`config.mk`:
```
export PLATFORM = sky130hd
export DESIGN_NAME = bounded_array_table_engine_top
export DESIGN_NICKNAME = d
export VERILOG_FILES = /design/src/sv/bate_pkg.sv /design/src/sv/bate_cell.sv /design/src/sv/bounded_array_table_engine_top.sv
export SDC_FILE = /design/constraint.sdc
export NUM_CORES = 2
export LEC_CHECK = 0
export ABC_CLOCK_PERIOD_IN_PS = 11100
export BUFFER_PORTS_ARGS = -buffer_cell sky130_fd_sc_hd__buf_4
export CORE_MARGIN = 2
export CORE_UTILIZATION = 55
export DETAILED_ROUTE_END_ITERATION = 7
export PLACE_DENSITY = 0.76
export SYNTH_ARGS = -nofsm -noshare
export SYNTH_HDL_FRONTEND = slang
export SYNTH_HIERARCHICAL = 1
export SYNTH_SLANG_ARGS = --single-unit
```
`constraint.sdc`:
```
create_clock -name clk -period 11.1 [get_ports clk]
set_input_delay 1.11 -clock clk [delete_from_list [all_inputs] [get_ports clk]]
set_output_delay 1.11 -clock clk [all_outputs]
set_load 0.03 [all_outputs]
```
`src/sv/bate_pkg.sv`:
```
// Shared constants, codes and types for the bounded array table engine.
package bate_pkg;

  // Capacity of the list and derived widths
  localparam int CAPACITY = 64;
  localparam int IDX_W    = (CAPACITY > 1) ? $clog2(CAPACITY) : 1;
  localparam int CNT_W    = $clog2(CAPACITY + 1);
  localparam int DATA_W   = 32;
  localparam int REQ_W    = 2;
  localparam int POS_W    = 7;
  localparam int CNTO_W   = 7;
  localparam int STAT_W   = 2;
  localparam int WIDE_W   = (CNT_W > POS_W) ? CNT_W : POS_W;

  // Request codes
  typedef enum logic [REQ_W-1:0] {
    REQ_INSERT = 2'd0,
    REQ_SUM    = 2'd1,
    REQ_SEARCH = 2'd2,
    REQ_REMOVE = 2'd3
  } req_e_t;

  // Status codes
  typedef enum logic [STAT_W-1:0] {
    ST_OK     = 2'd0,
    ST_FULL   = 2'd1,
    ST_BADPOS = 2'd2
  } status_e_t;

  // Controller states
  typedef enum logic [1:0] {
    S_IDLE,
    S_SCAN,
    S_SHIFT,
    S_FINISH
  } state_e_t;

  // Control broadcast to every cell of the ring
  typedef struct packed {
    logic              rotate;
    logic              shift;
    logic              load;
    logic [IDX_W-1:0]  shift_from;
    logic [IDX_W-1:0]  load_at;
    logic [DATA_W-1:0] value;
  } cell_ctrl_t;

endpackage

```
`src/sv/bate_cell.sv`:
```
// One storage cell of the entry ring: holds one entry, takes its neighbor's word.
module bate_cell (
  input  logic                      clk,
  input  logic [bate_pkg::IDX_W-1:0] idx,
  input  bate_pkg::cell_ctrl_t      ctrl,
  input  logic [bate_pkg::DATA_W-1:0] nbr_in,
  output logic [bate_pkg::DATA_W-1:0] entry
);
  import bate_pkg::*;

  // Rotate the ring, close a gap above the removed slot, or take an appended value
  always_ff @(posedge clk) begin
    if (ctrl.rotate) begin
      entry <= nbr_in;
    end else if (ctrl.shift && (idx >= ctrl.shift_from)) begin
      entry <= nbr_in;
    end else if (ctrl.load && (idx == ctrl.load_at)) begin
      entry <= ctrl.value;
    end
  end

endmodule

```
`src/sv/bounded_array_table_engine_top.sv`:
```
// Top level of the bounded array table engine: controller, cell ring and result register.
// Holds up to CAPACITY (64) signed 32-bit entries in a ring of cells and serves one
// request at a time; in_stall is high from acceptance until the result is registered.
// Insert and a remove at a bad position go straight to the finish state after
// acceptance; sum of evens, search and a good remove scan first, because the whole
// ring rotates once past its head cell, one entry per cycle, to restore order, and a
// good remove then spends a shift step closing the gap. The next request can be
// taken in the same cycle as the result beat appears.
// The result register lets the next request enter while a result beat still waits.
module bounded_array_table_engine_top (
  input  logic                          clk,
  input  logic                          rst,
  input  logic                          in_valid,
  output logic                          in_stall,
  input  logic [bate_pkg::REQ_W-1:0]    req_type,
  input  logic signed [bate_pkg::DATA_W-1:0] item_value,
  input  logic [bate_pkg::POS_W-1:0]    slot_position,
  output logic                          out_valid,
  input  logic                          out_stall,
  output logic [bate_pkg::STAT_W-1:0]   status_code,
  output logic                          found_flag,
  output logic signed [bate_pkg::DATA_W-1:0] even_sum,
  output logic signed [bate_pkg::DATA_W-1:0] removed_value,
  output logic [bate_pkg::CNTO_W-1:0]   entry_count
);
  import bate_pkg::*;

  state_e_t          state;
  state_e_t          state_next;
  logic [CNT_W-1:0]  count;
  req_e_t            req;
  logic [DATA_W-1:0] val;
  logic [POS_W-1:0]  pos;
  logic [IDX_W-1:0]  step;
  logic [DATA_W-1:0] acc;
  logic              found;
  logic [DATA_W-1:0] removed;
  status_e_t         status;

  logic              accept;
  logic              out_load;
  logic              is_full;
  logic              pos_bad;
  logic              step_last;
  logic              in_range;
  logic [WIDE_W-1:0] pos_m1;
  logic [DATA_W-1:0] head;
  cell_ctrl_t        ctrl;
  logic [DATA_W-1:0] entry [CAPACITY];

  // Decode the request and the scan position
  assign accept    = in_valid && !in_stall;
  assign in_stall  = (state != S_IDLE);
  assign is_full   = (count == CNT_W'(CAPACITY));
  assign pos_bad   = (slot_position == '0) || (WIDE_W'(slot_position) > WIDE_W'(count));
  assign pos_m1    = WIDE_W'(pos) - WIDE_W'(1);
  assign step_last = (step == IDX_W'(CAPACITY - 1));
  assign in_range  = (WIDE_W'(step) < WIDE_W'(count));
  assign head      = entry[0];
  assign out_load  = (state == S_FINISH) && (!out_valid || !out_stall);

  // Next state and cell control
  always_comb begin
    state_next      = state;
    ctrl.rotate     = 1'b0;
    ctrl.shift      = 1'b0;
    ctrl.load       = 1'b0;
    ctrl.shift_from = IDX_W'(pos_m1);
    ctrl.load_at    = IDX_W'(count);
    ctrl.value      = item_value;
    case (state)
      S_IDLE: begin
        if (accept) begin
          case (req_e_t'(req_type))
            REQ_INSERT: begin
              ctrl.load  = !is_full;
              state_next = S_FINISH;
            end
            REQ_REMOVE: state_next = pos_bad ? S_FINISH : S_SCAN;
            default:    state_next = S_SCAN;
          endcase
        end
      end
      S_SCAN: begin
        ctrl.rotate = 1'b1;
        if (step_last) begin
          state_next = (req == REQ_REMOVE) ? S_SHIFT : S_FINISH;
        end
      end
      S_SHIFT: begin
        ctrl.shift = 1'b1;
        state_next = S_FINISH;
      end
      S_FINISH: begin
        if (out_load) begin
          state_next = S_IDLE;
        end
      end
      default: state_next = S_IDLE;
    endcase
  end

  // State and count registers
  always_ff @(posedge clk) begin
    if (rst) begin
      state <= S_IDLE;
      count <= '0;
    end else begin
      state <= state_next;
      if (ctrl.load) begin
        count <= count + CNT_W'(1);
      end else if (ctrl.shift) begin
        count <= count - CNT_W'(1);
      end
    end
  end

  // Latch the request and accumulate over the scan
  always_ff @(posedge clk) begin
    if (accept) begin
      req     <= req_e_t'(req_type);
      val     <= item_value;
      pos     <= slot_position;
      step    <= '0;
      acc     <= '0;
      found   <= 1'b0;
      removed <= '0;
      status  <= ST_OK;
      if ((req_e_t'(req_type) == REQ_INSERT) && is_full) begin
        status <= ST_FULL;
      end else if ((req_e_t'(req_type) == REQ_REMOVE) && pos_bad) begin
        status <= ST_BADPOS;
      end
    end else if (state == S_SCAN) begin
      step <= step + IDX_W'(1);
      if (in_range) begin
        if ((req == REQ_SUM) && !head[0]) begin
          acc <= acc + head;
        end
        if ((req == REQ_SEARCH) && (head == val)) begin
          found <= 1'b1;
        end
        if ((req == REQ_REMOVE) && (WIDE_W'(step) == pos_m1)) begin
          removed <= head;
        end
      end
    end
  end

  // Ring of cells: each takes the word of the next, the last wraps to the head
  for (genvar k = 0; k < CAPACITY; k++) begin : g_cell
    bate_cell u_cell (
      .clk    (clk),
      .idx    (IDX_W'(k)),
      .ctrl   (ctrl),
      .nbr_in (entry[(k + 1) % CAPACITY]),
      .entry  (entry[k])
    );
  end

  // Result register: load a finished beat, drop it once taken
  always_ff @(posedge clk) begin
    if (rst) begin
      out_valid <= 1'b0;
    end else if (out_load) begin
      out_valid <= 1'b1;
    end else if (!out_stall) begin
      out_valid <= 1'b0;
    end
  end

  always_ff @(posedge clk) begin
    if (out_load) begin
      status_code   <= status;
      found_flag    <= found;
      even_sum      <= acc;
      removed_value <= removed;
      entry_count   <= CNTO_W'(count);
    end
  end

`ifndef ASSERT_OFF
  a_count_bound: assert property (@(posedge clk) disable iff (rst)
    count <= CNT_W'(CAPACITY))
    else $error("entry count above capacity");

  a_beat_from_finish: assert property (@(posedge clk) disable iff (rst)
    $rose(out_valid) |-> $past(state == S_FINISH))
    else $error("result beat raised outside finish");

  a_shift_lowers_count: assert property (@(posedge clk) disable iff (rst)
    (state == S_SHIFT) |=> (count == $past(count) - CNT_W'(1)))
    else $error("remove did not lower count by one");

  a_shift_good_pos: assert property (@(posedge clk) disable iff (rst)
    (state == S_SHIFT) |-> ((pos != '0) && (WIDE_W'(pos) <= WIDE_W'(count))))
    else $error("gap closed for a bad position");
`endif

endmodule

```
Yosys cells after proc, flatten, opt, wreduce, memory -nomap -nowiden
Cells that the tools add are included.

operators by class
  add/sub/neg operators = 5
  order comparisons = 66
  equal/unequal tests = 78
  multiplexer cells = 209
  reduce and logical (&&, ||, !) cells = 216

operators by type and width
  cell                                                                                 count
  32-bit 2-to-1 mux                                                                    192
  6-bit equality test (first input constant)                                           32
  6-bit greater-or-equal comparator (first input constant)                             32
  3-bit nonzero test                                                                   64
  1-bit logical AND                                                                    135
  5-bit by 6-bit equality test with 1-bit output (first input constant)                16
  5-bit by 6-bit greater-or-equal comparator with 1-bit output (first input constant)  16
  4-bit by 6-bit equality test with 1-bit output (first input constant)                8
  4-bit by 6-bit greater-or-equal comparator with 1-bit output (first input constant)  8
  32-bit adder                                                                         1
  32-bit equality test                                                                 1
  3-bit by 6-bit equality test with 1-bit output (first input constant)                4
  3-bit by 6-bit greater-or-equal comparator with 1-bit output (first input constant)  4
  7-bit 2-to-1 mux                                                                     2
  7-bit by 1-bit subtractor with 7-bit output (second input constant)                  2
  2-bit by 6-bit equality test with 1-bit output (first input constant)                2
  1-bit by 6-bit greater-or-equal comparator with 1-bit output (first input constant)  2
  2-bit by 6-bit greater-or-equal comparator with 1-bit output (first input constant)  2
  3-bit AND reduction                                                                  4
  2-bit equality test (second input constant)                                          5
  2-bit 2-to-1 mux                                                                     5
  1-bit 2-to-1 mux                                                                     8
  2-bit case mux with 4 select lines                                                   1
  7-bit by 1-bit adder with 7-bit output (second input constant)                       1
  17 further kinds                                                                     27

word-level totals
  register bits = 2246
  input bits = 45
  output and inout bits = 76

Logic depth before layout (Yosys ltp)
  word-level depth = 9
  mapped depth = 14
  depth with buffers taken out = 14

Modules after synthesis
The synthesis kept the hierarchy.

modules (own cells, without submodules)
  module                          times used  cells each  area an instance (um2)  seq. area each (um2)
  bate_cell                       64          96          1595.3                  960.9
  bounded_array_table_engine_top  1           830         9350.2                  5134.9

Worst setup path before layout
Ideal clock, no wire load.

  kind = register to register
  start point = register count[2]
  end point = register g_cell[0].u_cell/entry[0] in the netlist's numbering, enable pin
  library setup time = 0.511 ns
  data arrival time = 7.209 ns
  path slack = 3.381 ns
  cell stages (with the launch flop) = 8
  buffers on the path = 0
  cells stage by stage = dfxtp_1 inv_1 nand4_1 or4_1 nand3_1 inv_2 nand4_1 o41ai_1

RTL lines
  item                    line                                   source
  start, declared         bounded_array_table_engine_top.sv:30   logic [CNT_W-1:0] count;
  start signal, assigned  bounded_array_table_engine_top.sv:111  count <= count + CNT_W'(1);
  start signal, assigned  bounded_array_table_engine_top.sv:113  count <= count - CNT_W'(1);
  end signal, assigned    bate_cell.sv:14                        entry <= nbr_in;
  end signal, assigned    bate_cell.sv:16                        entry <= nbr_in;
  end signal, assigned    bate_cell.sv:18                        entry <= ctrl.value;
  end, declared           bate_cell.sv:7                         output logic [bate_pkg::DATA_W-1:0] entry

==> results_dict.tcl <==
set metrics [dict create \
    cp_num_cells 13 \
    r2r_end "g_cell[52].u_cell/entry[17]" \
    path_clk_slew_ps 60 \
    hold_viol 0 \
    cts_hold_buf 0 \
    status "complete, no violations" \
    vias 61519 \
    dp_hpwl_um 140200 \
    numClockSinks 2246 \
    synth_compound_area_frac 0.04127 \
    rr_worst_depth 13 \
    rsz0062_at_grt "false" \
    grt_pass1_wl_um 372800 \
    synth_fa_ha_area_frac 0.04987 \
    pin_count 121 \
    setup_tns_ps 0 \
    vdd_ir_drop_max_mv 0.1816 \
    dp_cells 10474 \
    dieArea_um2 206200 \
    syn2layout_area_growth_pct 12.35 \
    path_max_fanout 34 \
    criticalPathCategory "reg -> reg" \
    rrSetupSlack_ps 5830 \
    worstSetupEndpointType "flop" \
    avgViaCountPerCell 5.650 \
    first_iter_violations 4868 \
    drtAntennaViolNets 0 \
    grt_antenna_before_repair 1 \
    nets 8514 \
    grt.overflow.total 0 \
    tightest_slew_ps 1178 \
    clockBufferDepth 3 \
    fin_total_pwr_mw 37.57 \
    grt_pass1_vias 63936 \
    critPathSlowestCell "a311oi_4" \
    required_ps 11680 \
    clock_latency_ps 880 \
    stdcell_count 10888 \
    grt_max_degree 97 \
    crit_path_end "g_cell[52].u_cell/entry[17]" \
    cts_setup_buffers 0 \
    syn_avg_cell_area_um2 15.98 \
    yosysWarnings 6 \
    synth_cell_type_count 62 \
    firstDrtPassIters 6 \
    start_util 0.5525 \
    die_h_um 454.1 \
    port_buffers 120 \
    r2r-start "pos[2]" \
    synth_area_um2 111400 \
    most-common-layout-cells "edfxtp_1, mux2_2, conb_1, ha_1, inv_1" \
    whs_path_depth 0 \
    drcViolationCount 0 \
    cap_violations 0 \
    die_x_um 454.1 \
    slowest_delay_ps 930 \
    leakagePower_nw 46.99 \
    gp_congestion 0.8368 \
    cts_tree "done" \
    async_flop_share 0 \
    crit_chain "nor3_1, nor3b_1, xor2_4, buf_4, buf_4, inv_1, ha_1, nand2_1, o211ai_1, a311oi_4, buf_4, o41ai_2, buf_4" \
    cellPowerDensity_nw_per_um2 300.0 \
    core_area_um2 201700 \
    cts_made_buffers 222 \
    synth-xor-area-share 0.03584 \
    synthMuxAreaShare 0.2103 \
    cp_num_buf_inv 5 \
    fp-row-count 165 \
    period_minus_slack_ps 5268 \
    netlist_instances 6974 \
    finalMaxSlewViolations 0 \
    setup_viol 0 \
    hold_class "reg -> reg" \
    cts.repair.resized 0 \
    synth_top_family_by_area "multiplexers" \
    slew_headroom 0.2148 \
    period_share 0.4746 \
    cp-start-kind "flop" \
    crit_top_cell "buf_4" \
    drive_gt1_frac 0.3329 \
    ys_seq_area_frac 0.5979 \
    cts.htree.levels 4 \
    synth-simple-area-share 0.02999 \
    clockRootBuffer "clkbuf_16" \
    ys.flop_type "edfxtp_1" \
    grt_usage 0.2317 \
    wl_um 239800 \
    ys_ff_latch 2246 \
    max_freq_mhz 189.8 \
    synth_edf_count 2165 \
    critPathTopFamily "buffers and inverters" \
    crit_arrival_ps 5840 \
    critPathLaunch "pos[2]" \
    drt-wirelength-per-cell_um 22.03 \
    finClkSkew_ps 65.25 \
    layout_commonest_cell "edfxtp_1" \
]
-- worst min path at each step --
stage / slack, ps / endpoint / start
2_1_floorplan: 400 / status_code[0] / status[0]
3_3_place_gp: 410 / status_code[0] / status[0]
3_5_place_dp: 420 / removed_value[0] / removed[0]
4_1_cts: 380 / req[1] / req_type[1]
5_1_grt: 410 / req[0] / req_type[0]
6_report: 430 / removed_value[28] / removed[28]
-- kinds of logic after synthesis --
| group | count (synthesis) |
|---|---|
| AO/OA/AOI/OAI | 494 |
| XOR/XNOR | 456 |
| adder cells (fa/ha/maj) | 443 |
| buffers and inverters | 632 |
| flip-flops | 2246 |
| multiplexers | 2085 |
| other | 2 |
| AND/OR/NAND/NOR | 616 |
-- synthesized netlist by cell type (70+ instances only) --
cell type	count	area (um2)
a21o_1	77	578.1
a21oi_1	124	620.6
buf_6	195	2196
dfxtp_1	81	1622
edfxtp_1	2165	65010
ha_1	441	5518
inv_1	412	1546
mux2_2	1984	22340
nand2_1	119	446.7
nand2b_1	70	437.9
nand3_1	150	750.7
nand4_1	81	506.7
nor2_1	79	296.5
o211ai_1	70	525.5
xnor2_1	221	1936
xor2_1	235	2058
-- area by class of cell --
class	instances	area, um2
diodes	1	2.502
flip-flops and latches	2246	66660
repair buffers	281	2110
fillers	14428	76490
well taps	2672	3343
inverters	413	1553
clock inverters	124	1222
clock buffers	289	5938
multi-input cells	4862	44390
-- per-layer routing --
| layer | GRT usage | share of wire |
|---|---|---|
| met5 | 0 | 0 |
| met3 | 0.03097 | 0.050 |
| met2 | 0.3922 | 0.49 |
| met4 | 0.05710 | 0.020 |
| met1 | 0.3169 | 0.44 |
-- power breakdown --
part           switching (mW)  leakage [nW]  total [mW]  internal (mW)
Clock                    3.23          3.48        7.37           4.14
Combinational            7.57          22.5        13.5           5.98
Sequential               1.44          21.0        16.6           15.2
-- worst register-to-register path: stages, from the launching register on --
cell and delay (ps):
edfxtp_1 500, nor3_1 510, nor3b_1 530, xor2_4 160, buf_4 480, buf_4 560, inv_1 110, ha_1 210
nand2_1 70, o211ai_1 130, a311oi_4 930, buf_4 380, o41ai_2 110, buf_4 270
-- state kept, by name, summed over array words and instances, names as in the netlist --
signal and count:
g_cell.u_cell/entry 2048, acc 32, even_sum 32, removed 32, removed_value 32, val 32
count 7, entry_count 7, pos 7, step 6, req 2, state 2
status 2, status_code 2, found 1, found_flag 1, out_valid 1
-- through the flow --
stage | setup WS [ps] | hold WS, ps | util | instance area [um2]
CTS | 5789 | 380.2 | 0.6208 | 125200
finish | 5832 | 427.9 | 0.6208 | 125200
global placement | 5711 | 411.4 | 0.5853 | 118100
detailed placement | 5639 | 417.3 | 0.5853 | 118100
global route | 5561 | 409.1 | 0.6208 | 125200
floorplan | 3381 | 400.3 | - | 114300
(Power assumes the default switching activity.)
